`config.mk`:
```
export PLATFORM = sky130hd
export DESIGN_NAME = epoch_seconds_to_calendar_date
export DESIGN_NICKNAME = d
export VERILOG_FILES = /design/src/rtl/epcal_pkg.sv /design/src/rtl/epoch_seconds_to_calendar_date.sv
export SDC_FILE = /design/constraint.sdc
export NUM_CORES = 2
export LEC_CHECK = 0
export ABC_AREA = 1
export BUFFER_PORTS_ARGS = -buffer_cell sky130_fd_sc_hd__buf_2
export CORE_AREA = 2 2 306 308
export CTS_BUF_LIST = sky130_fd_sc_hd__clkbuf_4 sky130_fd_sc_hd__clkbuf_8 sky130_fd_sc_hd__clkbuf_16
export DETAILED_ROUTE_END_ITERATION = 10
export DIE_AREA = 0 0 308 310
export MAX_ROUTING_LAYER = met4
export PLACE_DENSITY_LB_ADDON = 0.08
export SKIP_LAST_GASP = 1
export SYNTH_ARGS = -nofsm -noshare
export SYNTH_HDL_FRONTEND = slang
export SYNTH_SLANG_ARGS = --single-unit
```
`constraint.sdc`:
```
create_clock -name clock -period 15.5 [get_ports clock]
set_input_delay 1.55 -clock clock [delete_from_list [all_inputs] [get_ports clock]]
set_output_delay 1.55 -clock clock [all_outputs]
set_load 0.01 [all_outputs]
```
`src/rtl/epcal_pkg.sv`:
```
`timescale 1ns / 1ps

package epcal_pkg;

   localparam int unsigned SecsCountWidth = 32;
   localparam int unsigned YearWidth      = 12;
   localparam int unsigned MonthWidth     = 4;
   localparam int unsigned DayWidth       = 5;
   localparam int unsigned HourWidth      = 5;
   localparam int unsigned MinuteWidth    = 6;
   localparam int unsigned SecondWidth    = 6;

   // days = (secs >> 7) / 675, exact for a 25-bit quotient input
   localparam logic [25:0] DAY_RECIP  = 26'd50903317;
   localparam int unsigned DAY_SHIFT  = 35;
   localparam logic [16:0] SECS_PER_DAY = 17'd86400;

   // epoch JDN plus the 32044 offset of the date formula
   localparam logic [21:0] JDN_BIAS = 22'd2483589;

   // century split: 4a+3 crosses 68*146097 and 69*146097 at these a values,
   // which are also floor(146097*cent/4) for those centuries
   localparam logic [21:0] CENT_BASE_67 = 22'd2447124;
   localparam logic [21:0] CENT_BASE_68 = 22'd2483649;
   localparam logic [21:0] CENT_BASE_69 = 22'd2520173;

   localparam logic [17:0] QUAD_RECIP = 18'd183735;
   localparam logic [10:0] DAYS_4Y    = 11'd1461;

   localparam logic [13:0] HOUR_RECIP = 14'd9321;
   localparam logic [11:0] SECS_PER_HOUR = 12'd3600;

   localparam logic [10:0] MONTH_RECIP = 11'd1714;
   localparam logic [10:0] MINUTE_RECIP = 11'd1093;
   localparam logic [5:0]  SECS_PER_MIN = 6'd60;

   localparam logic [3:0]  MSHIFT_WRAP = 4'd10;

   typedef enum logic [1:0] {
      CENT_67 = 2'd0,
      CENT_68 = 2'd1,
      CENT_69 = 2'd2
   } cent_type;

   // 100 * cent - 4800
   function automatic logic [YearWidth-1:0] cent_year_base(input cent_type cent);
      logic [YearWidth-1:0] base;
      base = 12'd1900;
      case (cent)
         CENT_67: base = 12'd1900;
         CENT_68: base = 12'd2000;
         CENT_69: base = 12'd2100;
         default: base = 12'd1900;
      endcase
      return base;
   endfunction

   // (153 * m + 2) / 5, days before the shifted month m
   function automatic logic [8:0] month_start_day(input logic [3:0] m);
      logic [8:0] d;
      d = 9'd0;
      case (m)
         4'd0:    d = 9'd0;
         4'd1:    d = 9'd31;
         4'd2:    d = 9'd61;
         4'd3:    d = 9'd92;
         4'd4:    d = 9'd122;
         4'd5:    d = 9'd153;
         4'd6:    d = 9'd184;
         4'd7:    d = 9'd214;
         4'd8:    d = 9'd245;
         4'd9:    d = 9'd275;
         4'd10:   d = 9'd306;
         4'd11:   d = 9'd337;
         default: d = 9'd0;
      endcase
      return d;
   endfunction

endpackage

```
`src/rtl/epoch_seconds_to_calendar_date.sv`:
```
`timescale 1ns / 1ps

// Converts an unsigned 32-bit count of seconds since 2000-01-01 00:00:00 into
// the Gregorian date (2000..2136) and time of day. The converter is a six-stage
// pipeline built around constant multipliers: busy stays low, an item may be
// started in every cycle, and each item's result passes through the stage
// registers in order and appears on the rsp_ ports with rsp_valid high for one
// cycle. Results come out in order and cannot be held off, so the receiver
// must take rsp_ whenever rsp_valid is high. Reset only clears the valid bits
// of the pipeline.

module epoch_seconds_to_calendar_date
   import epcal_pkg::*;
(
   input  logic                      clock,
   input  logic                      reset,
   input  logic                      start,
   output logic                      busy,
   input  logic [SecsCountWidth-1:0] req_seconds_count,
   output logic                      rsp_valid,
   output logic [YearWidth-1:0]      rsp_year_value,
   output logic [MonthWidth-1:0]     rsp_month_value,
   output logic [DayWidth-1:0]       rsp_day_value,
   output logic [HourWidth-1:0]      rsp_hour_value,
   output logic [MinuteWidth-1:0]    rsp_minute_value,
   output logic [SecondWidth-1:0]    rsp_second_value
);

   logic        accept;

   // stage 1: whole days
   logic        v1_ff;
   logic [31:0] secs1_ff;
   logic [15:0] days1_ff, days1_in;
   logic [50:0] day_prod;

   // stage 2: seconds of day, century and day of century
   logic        v2_ff;
   logic [16:0] rem2_ff, rem2_in;
   logic [15:0] dayc2_ff, dayc2_in;
   cent_type    cent2_ff, cent2_in;
   logic [32:0] rem_prod;
   logic [31:0] rem_diff;
   logic [21:0] jdn_a, jdn_diff;

   // stage 3: quad-year and hour
   logic        v3_ff;
   logic [16:0] rem3_ff;
   logic [15:0] dayc3_ff;
   cent_type    cent3_ff;
   logic [6:0]  quad3_ff, quad3_in;
   logic [4:0]  hour3_ff, hour3_in;
   logic [35:0] quad_prod;
   logic [26:0] hour_prod;

   // stage 4: day of year and seconds of hour
   logic        v4_ff;
   cent_type    cent4_ff;
   logic [6:0]  quad4_ff;
   logic [4:0]  hour4_ff;
   logic [8:0]  dayq4_ff, dayq4_in;
   logic [11:0] remh4_ff, remh4_in;
   logic [17:0] quad_days;
   logic [15:0] dayq_diff;
   logic [16:0] hour_secs;
   logic [16:0] remh_diff;

   // stage 5: shifted month and minute
   logic        v5_ff;
   cent_type    cent5_ff;
   logic [6:0]  quad5_ff;
   logic [4:0]  hour5_ff;
   logic [8:0]  dayq5_ff;
   logic [11:0] remh5_ff;
   logic [3:0]  mshift5_ff, mshift5_in;
   logic [5:0]  minute5_ff, minute5_in;
   logic [10:0] month_arg;
   logic [21:0] month_prod;
   logic [20:0] minute_prod;

   // stage 6: result register
   logic                   v6_ff;
   logic [YearWidth-1:0]   year6_ff, year6_in;
   logic [MonthWidth-1:0]  month6_ff, month6_in;
   logic [DayWidth-1:0]    day6_ff, day6_in;
   logic [HourWidth-1:0]   hour6_ff;
   logic [MinuteWidth-1:0] minute6_ff;
   logic [SecondWidth-1:0] second6_ff, second6_in;
   logic                   wrap;
   logic [8:0]             day_diff;
   logic [11:0]            min_secs;
   logic [11:0]            sec_diff;

   assign busy   = 1'b0;
   assign accept = start && !busy;

   always_comb begin
      day_prod = 51'(req_seconds_count[31:7]) * 51'(DAY_RECIP);
      days1_in = day_prod[50:DAY_SHIFT];
   end

   always_comb begin
      rem_prod = 33'(days1_ff) * 33'(SECS_PER_DAY);
      rem_diff = secs1_ff - rem_prod[31:0];
      rem2_in  = rem_diff[16:0];
      jdn_a    = 22'(days1_ff) + JDN_BIAS;
      if (jdn_a >= CENT_BASE_69) begin
         cent2_in = CENT_69;
         jdn_diff = jdn_a - CENT_BASE_69;
      end else if (jdn_a >= CENT_BASE_68) begin
         cent2_in = CENT_68;
         jdn_diff = jdn_a - CENT_BASE_68;
      end else begin
         cent2_in = CENT_67;
         jdn_diff = jdn_a - CENT_BASE_67;
      end
      dayc2_in = jdn_diff[15:0];
   end

   always_comb begin
      quad_prod = 36'({dayc2_ff, 2'b11}) * 36'(QUAD_RECIP);
      quad3_in  = quad_prod[34:28];
      hour_prod = 27'(rem2_ff[16:4]) * 27'(HOUR_RECIP);
      hour3_in  = hour_prod[25:21];
   end

   always_comb begin
      quad_days = 18'(quad3_ff) * 18'(DAYS_4Y);
      dayq_diff = dayc3_ff - quad_days[17:2];
      dayq4_in  = dayq_diff[8:0];
      hour_secs = 17'(hour3_ff) * 17'(SECS_PER_HOUR);
      remh_diff = rem3_ff - hour_secs;
      remh4_in  = remh_diff[11:0];
   end

   always_comb begin
      month_arg   = 11'(dayq4_ff) * 11'd5 + 11'd2;
      month_prod  = 22'(month_arg) * 22'(MONTH_RECIP);
      mshift5_in  = month_prod[21:18];
      minute_prod = 21'(remh4_ff[11:2]) * 21'(MINUTE_RECIP);
      minute5_in  = minute_prod[19:14];
   end

   always_comb begin
      wrap       = (mshift5_ff >= MSHIFT_WRAP);
      day_diff   = dayq5_ff - month_start_day(mshift5_ff) + 9'd1;
      day6_in    = day_diff[DayWidth-1:0];
      month6_in  = wrap ? (mshift5_ff - 4'd9) : (mshift5_ff + 4'd3);
      year6_in   = cent_year_base(cent5_ff) + 12'(quad5_ff) + 12'(wrap);
      min_secs   = 12'(minute5_ff) * 12'(SECS_PER_MIN);
      sec_diff   = remh5_ff - min_secs;
      second6_in = sec_diff[SecondWidth-1:0];
   end

   always_ff @(posedge clock) begin
      if (reset) begin
         v1_ff <= 1'b0;
         v2_ff <= 1'b0;
         v3_ff <= 1'b0;
         v4_ff <= 1'b0;
         v5_ff <= 1'b0;
         v6_ff <= 1'b0;
      end else begin
         v1_ff <= accept;
         v2_ff <= v1_ff;
         v3_ff <= v2_ff;
         v4_ff <= v3_ff;
         v5_ff <= v4_ff;
         v6_ff <= v5_ff;
      end
   end

   always_ff @(posedge clock) begin
      secs1_ff   <= req_seconds_count;
      days1_ff   <= days1_in;

      rem2_ff    <= rem2_in;
      dayc2_ff   <= dayc2_in;
      cent2_ff   <= cent2_in;

      rem3_ff    <= rem2_ff;
      dayc3_ff   <= dayc2_ff;
      cent3_ff   <= cent2_ff;
      quad3_ff   <= quad3_in;
      hour3_ff   <= hour3_in;

      cent4_ff   <= cent3_ff;
      quad4_ff   <= quad3_ff;
      hour4_ff   <= hour3_ff;
      dayq4_ff   <= dayq4_in;
      remh4_ff   <= remh4_in;

      cent5_ff   <= cent4_ff;
      quad5_ff   <= quad4_ff;
      hour5_ff   <= hour4_ff;
      dayq5_ff   <= dayq4_ff;
      remh5_ff   <= remh4_ff;
      mshift5_ff <= mshift5_in;
      minute5_ff <= minute5_in;

      year6_ff   <= year6_in;
      month6_ff  <= month6_in;
      day6_ff    <= day6_in;
      hour6_ff   <= hour5_ff;
      minute6_ff <= minute5_ff;
      second6_ff <= second6_in;
   end

   assign rsp_valid        = v6_ff;
   assign rsp_year_value   = year6_ff;
   assign rsp_month_value  = month6_ff;
   assign rsp_day_value    = day6_ff;
   assign rsp_hour_value   = hour6_ff;
   assign rsp_minute_value = minute6_ff;
   assign rsp_second_value = second6_ff;

endmodule
```
==> results.rst <==
.. list-table::
   :header-rows: 1

   * - Metric
     - Value
   * - Outcome
     - complete, no violations
   * - Crit path DAT
     - 7.47 ns
   * - Number of flops mapped to enable cells by yosys
     - 0
   * - Post-Synthesis Net Count
     - 4765
   * - Detailed-router iteration count before antenna repair
     - 5
   * - Vias post-DR
     - about 22000
   * - Share of the cycle needed by the critical path after routing
     - 45.1%
   * - Clock Path Buffers
     - 3
   * - Actual transition at the worst max-transition pin
     - 0.719 ns
   * - Predominant post-synthesis flop cell
     - sky130_fd_sc_hd__dfxtp_1
   * - Highest fanout seen on the critical path
     - 7
   * - Synthesized netlist cell count
     - 3595
   * - Portion of netlist area occupied by mux cells
     - 0%
   * - Number of hold-repair buffers added at the cts stage
     - 0
   * - Number of levels in the clock H-tree
     - 1
   * - Post-detailed-route count of antenna-violating nets
     - 0
   * - Buffer count from post-CTS setup fixing
     - 0
   * - Hold path start
     - quad4_ff[4]
   * - Number of synthesized register bits
     - 222
   * - Quantity of gates resized following cts
     - 0
   * - CTS tree
     - yes
   * - Overall die width
     - 308 µm
   * - Crit Reg-Reg Startpoint
     - dayq4_ff[1]
   * - Final clock skew
     - 0.0128 ns
   * - Max stage delay on crit path
     - around 0.52 ns
   * - Worst Setup Start Kind
     - flip-flop
   * - Worst slew margin relative to its limit
     - 51.9%
   * - Unrepaired setup endpoints after global routing
     - no
   * - Post-synthesis instance area
     - roughly 32000 µm²
   * - Setup_tns
     - 0 ns
   * - Via density per instance
     - 4.53
   * - Category of the worst setup path capture point
     - flip-flop
   * - Total number of clock tree sinks
     - 222
   * - TritonCTS Buffers
     - 26
   * - Highest achievable clock rate
     - 0.143 GHz
   * - Per-cell routed wire length
     - 16.0 µm
   * - Minimum clock period
     - 6.98 ns
   * - Share of layout cells above drive strength 1
     - 4.88%
   * - Required time reported for the critical path endpoint
     - 15.98 ns
   * - Number of antenna violations at the first check in global routing
     - 1
   * - Largest net degree at the start of global routing
     - 17
   * - Worst Hold Class
     - reg2reg
   * - Global placement routability congestion
     - 0.850
   * - DR iter-0 viols
     - just under 900
   * - Area fraction in and, or, nand and nor cells after synthesis
     - 10.8%
   * - Synth warnings
     - 0
   * - Maxcap violations
     - 0
   * - Worst Hold Depth
     - 0
   * - Clock transition at the registers of the reported paths
     - 0.06 ns
   * - IO Pins
     - 75
   * - Share of flip-flops with an asynchronous set or reset after synthesis
     - 0%
   * - Worst hold slack after final layout
     - 0.326 ns
   * - Wire length of the first global-routing pass
     - 128 mm
   * - Critical Path Slowest Stage Cell
     - sky130_fd_sc_hd__fa_1
   * - FF-to-FF path depth
     - 33
   * - WS Path Type
     - reg2reg
   * - Source-to-sink clock delay at the later pin of the worst-skew pair
     - 0.55 ns
   * - Full die area
     - about 95000 µm²
   * - Most prevalent standard cell on the critical path
     - sky130_fd_sc_hd__nand2_1
   * - Global route overflow
     - 0
   * - Height of the die
     - approximately 310 µm
   * - Crit path buf inv count
     - 4
   * - Number of endpoints failing setup at the final stage
     - 0
   * - Count of input and output buffers
     - 73
   * - Routed WL
     - just under 80 mm
   * - Register-to-Register Setup Slack
     - 8.52 ns
   * - Xor/xnor cell area share of the yosys netlist
     - 4.26%
   * - Leading cell types in the layout, fill and taps excluded
     - sky130_fd_sc_hd__inv_1 (923), sky130_fd_sc_hd__ha_1 (736), sky130_fd_sc_hd__nand2_1 (429)
   * - Overall fraction of global-route tracks in use
     - roughly 18%
   * - Average size of a mapped cell
     - roughly 9 µm²
   * - Post-synthesis adder-cell area fraction
     - 53.7%
   * - Area of the core
     - between 90000 and 100000 µm²
   * - Family with the most delay on the worst path
     - adder cells
   * - Final HPWL DP
     - 69.8 mm
   * - Compound-gate portion of the synthesized area
     - 6.08%
   * - Count of unique library cells instantiated by Yosys
     - 51
   * - Worst Hold End
     - quad5_ff[4]
   * - Number of standard-cell rows in the floorplan
     - 112
   * - Post-synthesis sequential area ratio
     - 13.9%
   * - Final Slew Violations
     - 0
   * - Number of fill cells
     - 9679
   * - Via count of the first global-routing pass
     - 23900
   * - Main combinational cell family by area after synthesis
     - adder cells
   * - DRC violation count after routing
     - 0
   * - CTS Root Cell
     - sky130_fd_sc_hd__clkbuf_16
   * - Number of endpoints with negative hold slack in the final report
     - 0
   * - Net total in the final layout
     - 4856
   * - Most frequent standard cell in the layout excluding fill and tap cells
     - sky130_fd_sc_hd__inv_1
   * - Starting Density
     - 34.6%
   * - Area growth from synthesis to layout
     - 8.50%
==> flip-flops by register name, indices dropped and copies added (netlist names), 6 cells and up, named ones only <==
name	cells
remh5_ff	6
secs1_ff	17
rsp_minute_value	6
quad4_ff	7
quad3_ff	7
quad5_ff	7
rsp_second_value	6
days1_ff	16
remh4_ff	12
rem2_ff	17
dayq4_ff	9
dayc2_ff	16
dayc3_ff	9
minute5_ff	6
rsp_year_value	12
rem3_ff	12
==> how the worst max path moves through the flow <==
stage / from / end / cells past startpoint
floorplan: req_seconds_count[29] / days1_ff[6] / 26
global placement: req_seconds_count[12] / days1_ff[12] / 24
finish: dayq4_ff[1] / flip-flop / 33
global route: dayq4_ff[1] / flip-flop / 32
CTS: dayq4_ff[1] / flip-flop / 33
detailed placement: req_seconds_count[12] / days1_ff[12] / 24
==> cell usage after synthesis (all sizes together) (9+ instances only) <==
library cell | instances | area share [%]
buf | 9 | 0.25
a31oi | 12 | 0.23
dfxtp | 222 | 14
nor4 | 10 | 0.20
fa | 399 | 25
ha | 736 | 29
inv | 932 | 11
nand2 | 459 | 5.8
nor2 | 163 | 2.1
a21o | 17 | 0.40
nand3 | 107 | 1.7
nor3 | 28 | 0.44
xor2 | 107 | 2.9
nand4 | 20 | 0.41
o21bai | 12 | 0.29
xnor2 | 46 | 1.3
a21oi | 168 | 2.7
o21ai | 96 | 1.5
==> cells by family after synthesis <==
logic type	count (synthesis)
compound gates	343
fa+ha+maj	1135
buf+inv	942
other cells	1
flops	222
xor+xnor	154
simple gates	798
==> routing by layer <==
layer / vias up / wire [µm] / GRT usage [%]
met2: 230 / 37500 / 30.4
li1: 11400 / - / -
met1: 10500 / 38100 / 22.9
met4: 0 / 1170 / 2.62
met3: 66 / 1950 / 1.38
met5: - / 0 / -
==> stage by stage <==
stage	worst slack (ns)	cell area [µm²]	std cells	utilization (%)
floorplan	8.86	32000	3595	-
global placement	8.22	33800	4855	36.5
detailed placement	8.17	33800	4855	36.5
CTS	8.42	34700	4903	37.5
global route	7.84	34700	4903	37.5
finish	8.52	34700	4905	37.5
==> cell type report <==
| type | count | area, µm² | share of cell area, % |
|---|---|---|---|
| diodes | 2 | 5.00 | 0.0144 |
| clock buffers | 34 | 772 | 2.22 |
| clock inverters | 14 | 164 | 0.472 |
| inverters | 932 | 3500 | 10.1 |
| multi-input cells | 2431 | 24000 | 69.1 |
| flip-flops and latches | 222 | 4440 | 12.8 |
| well taps | 1197 | 1500 | 4.31 |
| repair buffers | 73 | 365 | 1.05 |
Power is left out: the tool's default activity adds up to more than one toggle a clock period on the data nets, which glitch-free logic cannot reach.
